## config.mk

```make
export PLATFORM = sky130hd
export DESIGN_NAME = tfr_ctrl
export DESIGN_NICKNAME = d
export VERILOG_FILES = /design/src/hw/rtl/tfr_pkg.sv /design/src/hw/rtl/tfr_ctrl.sv
export SDC_FILE = /design/constraint.sdc
export NUM_CORES = 1
export LEC_CHECK = 0
export BUFFER_PORTS_ARGS = -buffer_cell sky130_fd_sc_hd__buf_2
export CAP_MARGIN = 0
export CORE_AREA = 2 2 39 41
export CTS_CLUSTER_DIAMETER = 40
export DETAILED_ROUTE_END_ITERATION = 8
export DIE_AREA = 0 0 41 43
export PLACE_DENSITY = 0.44
export SYNTH_ARGS = -nofsm -noshare
export SYNTH_HDL_FRONTEND = slang
export SYNTH_SLANG_ARGS = --single-unit
```

## constraint.sdc

```tcl
create_clock -name clk_i -period 1.4 [get_ports clk_i]
set_input_delay 0.42 -clock clk_i [delete_from_list [all_inputs] [get_ports clk_i]]
set_output_delay 0.42 -clock clk_i [all_outputs]
set_load 0.01 [all_outputs]
```

## src/hw/rtl/tfr_pkg.sv

```systemverilog
// Package for the triangle fill rasterizer: controller states and command/status types.
// Used by tfr_ctrl, tfr_datapath and the top level; no dependencies.
`default_nettype none
package tfr_pkg;

  typedef enum logic [2:0] {
    ST_IDLE,
    ST_LOAD,
    ST_AREA,
    ST_DIV,
    ST_OUT
  } state_e;

  // Commands from the controller to the datapath.
  typedef struct packed {
    logic load_capture;
    logic load_finish;
    logic area_start;
    logic div_start;
    logic advance;
  } cmd_t;

  // Status from the datapath to the controller.
  typedef struct packed {
    logic div_done;
    logic scan_active;
    logic covered;
  } sts_t;

endpackage
`default_nettype wire

```

## src/hw/rtl/tfr_ctrl.sv

```systemverilog
// Controller state machine of the triangle fill rasterizer.
// Depends on tfr_pkg for the state enum and the command/status structs.
`default_nettype none
module tfr_ctrl (
  input  wire logic          clk_i,
  input  wire logic          rst_ni,
  input  wire logic          in_valid_i,
  input  wire logic          in_kind_i,
  output logic               in_ready_o,
  output logic               out_valid_o,
  input  wire logic          out_ready_i,
  input  wire tfr_pkg::sts_t sts_i,
  output tfr_pkg::cmd_t      cmd_o
);

  tfr_pkg::state_e state_q, state_d;
  logic acc;

  assign acc = in_valid_i && in_ready_o;

  // Next state.
  always_comb begin
    state_d = state_q;
    case (state_q)
      tfr_pkg::ST_IDLE: begin
        if (acc) begin
          if (!in_kind_i) state_d = tfr_pkg::ST_LOAD;
          else if (sts_i.scan_active) state_d = tfr_pkg::ST_AREA;
        end
      end
      tfr_pkg::ST_LOAD: state_d = tfr_pkg::ST_IDLE;
      tfr_pkg::ST_AREA: state_d = sts_i.covered ? tfr_pkg::ST_DIV : tfr_pkg::ST_OUT;
      tfr_pkg::ST_DIV:  if (sts_i.div_done) state_d = tfr_pkg::ST_OUT;
      tfr_pkg::ST_OUT:  if (out_ready_i) state_d = tfr_pkg::ST_IDLE;
      default:          state_d = tfr_pkg::ST_IDLE;
    endcase
  end

  // Outputs.
  always_comb begin
    cmd_o = '0;
    in_ready_o = (state_q == tfr_pkg::ST_IDLE);
    out_valid_o = (state_q == tfr_pkg::ST_OUT);
    case (state_q)
      tfr_pkg::ST_IDLE: begin
        cmd_o.load_capture = acc && !in_kind_i;
        cmd_o.area_start = acc && in_kind_i && sts_i.scan_active;
      end
      tfr_pkg::ST_LOAD: cmd_o.load_finish = 1'b1;
      tfr_pkg::ST_AREA: cmd_o.div_start = sts_i.covered;
      tfr_pkg::ST_OUT:  cmd_o.advance = out_ready_i;
      default: ;
    endcase
  end

  always_ff @(posedge clk_i or negedge rst_ni) begin
    if (!rst_ni) state_q <= tfr_pkg::ST_IDLE;
    else state_q <= state_d;
  end

  // A result is never offered while a new request is taken.
  a_excl: assert property (@(posedge clk_i) disable iff (!rst_ni)
    !(in_ready_o && out_valid_o)) else $error("ready and valid together");
  // A step that finds an armed scan leads to the area state.
  a_step: assert property (@(posedge clk_i) disable iff (!rst_ni)
    cmd_o.area_start |=> state_q == tfr_pkg::ST_AREA) else $error("step lost");
  // The result stays up until taken.
  a_hold: assert property (@(posedge clk_i) disable iff (!rst_ni)
    out_valid_o && !out_ready_i |=> out_valid_o) else $error("result dropped");

endmodule
`default_nettype wire

```

Word level (Yosys, flattened, before mapping)
Cells that the tools add are included.
{ "totals": {"register_bits": 3, "latchBits": 0, "ram_bits": 0, "romBits": 0, "output_inout_bits": 7, "wordCells": 28, "n_memories": 0} }
{ "op_classes": {"n_addsub": 0, "n_mul": 0, "div_mod_pow": 0, "n_lt_le_gt_ge": 0, "n_eq_ne": 8, "n_shift": 0, "n_mux": 12, "bitwise_logic": 0, "n_reduce_logical": 7} }
{ "ops": {"columns": ["operator", "count"], "rows": [
  ["$mux 3", 6],
  ["$pmux 3 s4", 1],
  ["$eq 3x2->1 const B", 2],
  ["$mux 1", 5],
  ["$logic_and 1x1->1", 4],
  ["$ne 2x1->1 const B", 2],
  ["$reduce_and 4->1", 1],
  ["$eq 3x1->1 const B", 1],
  ["$eq 3x3->1 const B", 1],
  ["$logic_not 3->1", 1],
  ["$ne 3x2->1 const B", 1],
  ["$ne 2x2->1 const B", 1],
  ["$logic_not 1->1", 1]
]} }

Logic depth before layout (Yosys ltp)
{ "depth": {"word_depth": 5, "ltp_mapped": 3, "ltp_nobuf": 3} }

Least setup slack after synthesis
No wires, ideal clock.
{ "synth_path": {"path_kind": "reg2out", "start": "reg state_q[0]", "end": "out cmd_o[0] in the netlist's numbering", "arrival_time_ns": 1.067, "t_required_ns": 0.980, "setup_slack_ns": -0.087, "path_stages_with_launch": 3, "cell_sequence": "dfrtp_1 > nor3b_1 > and2_1"} }
{ "synth_lines": {"columns": ["item", "line", "text"], "rows": [
  ["start: declaration", "tfr_ctrl.sv:16", "tfr_pkg::state_e state_q, state_d;"],
  ["start signal: assignment", "tfr_ctrl.sv:57", "if (!rst_ni) state_q <= tfr_pkg::ST_IDLE;"],
  ["start signal: assignment", "tfr_ctrl.sv:58", "else state_q <= state_d;"],
  ["end: declaration", "tfr_ctrl.sv:13", "output tfr_pkg::cmd_t cmd_o"]
]} }

==> summary.md <==
| Metric | Value |
|---|---|
| Result of the run | `finished, violations left` |
| Violated checks | `setup timing` |
| Pin count of the biggest net entering global routing | `7` |
| Post-detailed-routing wire length | `484 µm` |
| Post-Route Hold Slack | `0.385 ns` |
| Portion of the clock cycle consumed by the worst path in the final layout | `1.17` |
| Fraction of layout cells with a size suffix above 1 | `0.636` |
| Register with the highest flop count | `state_q` |
| Worst slew pin tran | `0.278 ns` |
| X dimension of the die | `41 µm` |
| Clock-pin slew on the worst setup and hold paths | `0.03 ns` |
| Synthesis warning total | `0` |
| Synthesized netlist cell count | `21` |
| Biggest regs | `state_q: 3 flops` |
| Area of the placeable core | `0.00138 mm²` |
| Int Power | `0.426 mW` |
| Highest net fanout along the worst path | `6` |
| Power per Cell Area | `1780 mW/mm²` |
| Time the final worst path needs with I/O delays and setup | `1.63 ns` |
| Clock tree from TritonCTS | `built` |
| Drt via density | `3.90` |
| Number of buffers added by the clock tree synthesis step | `3` |
| Worst setup SP type | `register` |
| Placed insts | `54` |
| Syn nets | `29` |
| Die area | `0.00176 mm²` |
| Flip-flop and latch count after synthesis | `3` |
| Longest Clk Path Bufs | `2` |
| CTS HTree Levels | `1` |
| Final hold violation count | `0` |
| DPL Wire Length | `418 µm` |
| Clock Root Buffer | `sky130_fd_sc_hd__clkbuf_4` |
| Critical path arrival | `1.21 ns` |
| Switching Share | `0.361` |
| Launch point of the worst reg-to-reg path | `state_q[0]` |
| Number of global-route vias before repair | `205` |
| Number of clock sinks seen by CTS | `3` |
| LEAKAGE | `0.198 nW` |
| Row count | `14` |
| Worst reg-to-reg setup slack | `0.20 ns` |
| Clock skew after layout | `0.00131 ns` |
| Min-delay src | `in_kind_i` |
| Routed WL per cell | `8.07 µm` |
| Port buffer count | `14` |
| Antenna Diode Count | `0` |
| Final Instance Count excl. Fillers | `60` |
| Proportion of power drawn by flip-flops and latches | `0.269` |
| Final #Nets | `53` |
| Psw | `0.241 mW` |
| Number of failing setup endpoints in the final timing report | `7` |
| Max Clk Rate | `613 MHz` |
| Worst slack at placement | `0.00140 ns` |
| Number of remaining DRC errors | `0` |
| First-pass iteration count of the detailed router | `2` |
| Design Power | `0.667 mW` |
| Comb power frac | `0.510` |
| Clock share of power | `0.221` |
| Flip-flop count of the largest register, all copies and words added | `3` |
| Starting utilization of the core area | `0.139` |
| Number of ports placed on the die boundary | `15` |
| Global-route wire length before repair | `759 µm` |
| Post-route setup slack | `-0.233 ns` |
| Register area share after synthesis | `0.390` |
| DIE HEIGHT | `43 µm` |
| Startpoint of the most critical setup path | `state_q[0]` |
| Worst-Skew Late Latency | `0.23 ns` |
| Overall via count from detail_route | `234` |
| Last weighted congestion value of the routability-driven placer | `0.573` |
| Average cell area after synthesis | `9.18 µm²` |
| RSZ-0062 raised after global routing | `true` |
| Relative slew margins | `0.812` |
| Type of the setup path with the least slack | `reg2out` |
| Sort of element at the end of the critical path | `output port` |
| Max-capacitance violation count | `0` |
| Mapped cell area | `193 µm²` |
| Overflow left after global routing | `0` |
| Maximum resistive drop on vdd | `0.628 mV` |
| Post-DRT Antenna Nets | `0` |
| Antenna violations before repair | `0` |
| Commonest cells after routing, fill and taps aside | `sky130_fd_sc_hd__buf_2, sky130_fd_sc_hd__nand2_1, sky130_fd_sc_hd__clkbuf_4, sky130_fd_sc_hd__buf_4, sky130_fd_sc_hd__dfrtp_2` |
| Distinct cell type count after synthesis | `15` |
| Required time of the critical path | `0.98 ns` |
| Type of the most critical hold path | `in2reg` |
| Iteration-0 DRC count of the detailed router | `1` |
| Most common cell after layout, fill and taps aside | `sky130_fd_sc_hd__buf_2` |
| Layout overhead on the synthesized area | `94.2%` |
| Total Neg Setup Slack | `-1.07 ns` |
| Final max-slew violation count | `0` |
| Overall global routing resource usage | `0.0685` |
metal layers:
layer | track usage | up-vias | share of wire
met5 | 0 | - | 0
met4 | 0.0600 | 0 | 0
met3 | 0.0314 | 0 | 0.15
met2 | 0.0906 | 15 | 0.39
met1 | 0.0779 | 96 | 0.46
li1 | - | 123 | -
cell usage after synthesis (all sizes together):
library cell	count	area share
o21ai	1	0.026
nor3b	2	0.078
nand2	3	0.058
nand2b	1	0.032
and4	1	0.045
nand3b	1	0.039
dfrtp	3	0.39
nor3	1	0.084
a21oi	1	0.026
nor4b	1	0.045
nor2	2	0.039
nor2b	1	0.032
and3b	1	0.045
nand3	1	0.026
and2	1	0.032
repair_timing:
| item | in CTS | in global routing |
|---|---|---|
| setup endpoints to repair | 7 | 7 |
| hold endpoints to repair | 3 | 0 |
| cloned | 0 | 0 |
| resized for setup | 2 | 5 |
| buffers inserted | 0 | 1 |
| pin swaps | 2 | 3 |
| hold buffers | 1 | 0 |
power groups by stage:
| stage | combinational (mW) | clock, mW | sequential [mW] |
|---|---|---|---|
| after floorplan | 0.159 | 0 | 0.170 |
| after global placement | 0.303 | 0 | 0.166 |
| after detailed placement | 0.304 | 0 | 0.166 |
| after CTS | 0.313 | 0.157 | 0.170 |
| after global routing | 0.380 | 0.166 | 0.186 |
| final | 0.340 | 0.147 | 0.180 |
cells by family (layout without fill, tap and decap cells):
kind of cell | after synthesis | in the layout | synth area share
compound gates | 2 | 2 | 0.0519
buf+inv | 0 | 23 | 0
simple gates | 16 | 16 | 0.559
flops | 3 | 3 | 0.390
area by class of cell:
cell class	instances	area [µm²]
repair buffers	19	114
clock buffers	4	26.3
well taps	16	20.0
flip-flops and latches	3	78.8
fillers	152	1010
multi-input cells	18	135
worst max-delay path, stage by stage (launching register included):
cell	delay (ns)
sky130_fd_sc_hd__dfrtp_2	0.42
sky130_fd_sc_hd__buf_4	0.14
sky130_fd_sc_hd__buf_6	0.11
sky130_fd_sc_hd__and3b_1	0.19
sky130_fd_sc_hd__buf_2	0.12
stage by stage:
stage,util,cell area (µm²)
after detailed placement,0.224,310
after global placement,0.224,310
after floorplan,-,198
after CTS,0.254,352
final,0.270,374
after global routing,0.270,374
worst paths after layout:
path	endpoint	cells after the start
setup / recovery	cmd_o[1]	4
hold / removal	state_q[0]	2
setup reg to reg	state_q[2]	5
hold reg to reg	state_q[0]	3
max in group asynchronous	state_q[0]	2
min in group asynchronous	state_q[2]	2
No activity file was read; power rests on OpenSTA's default activity.
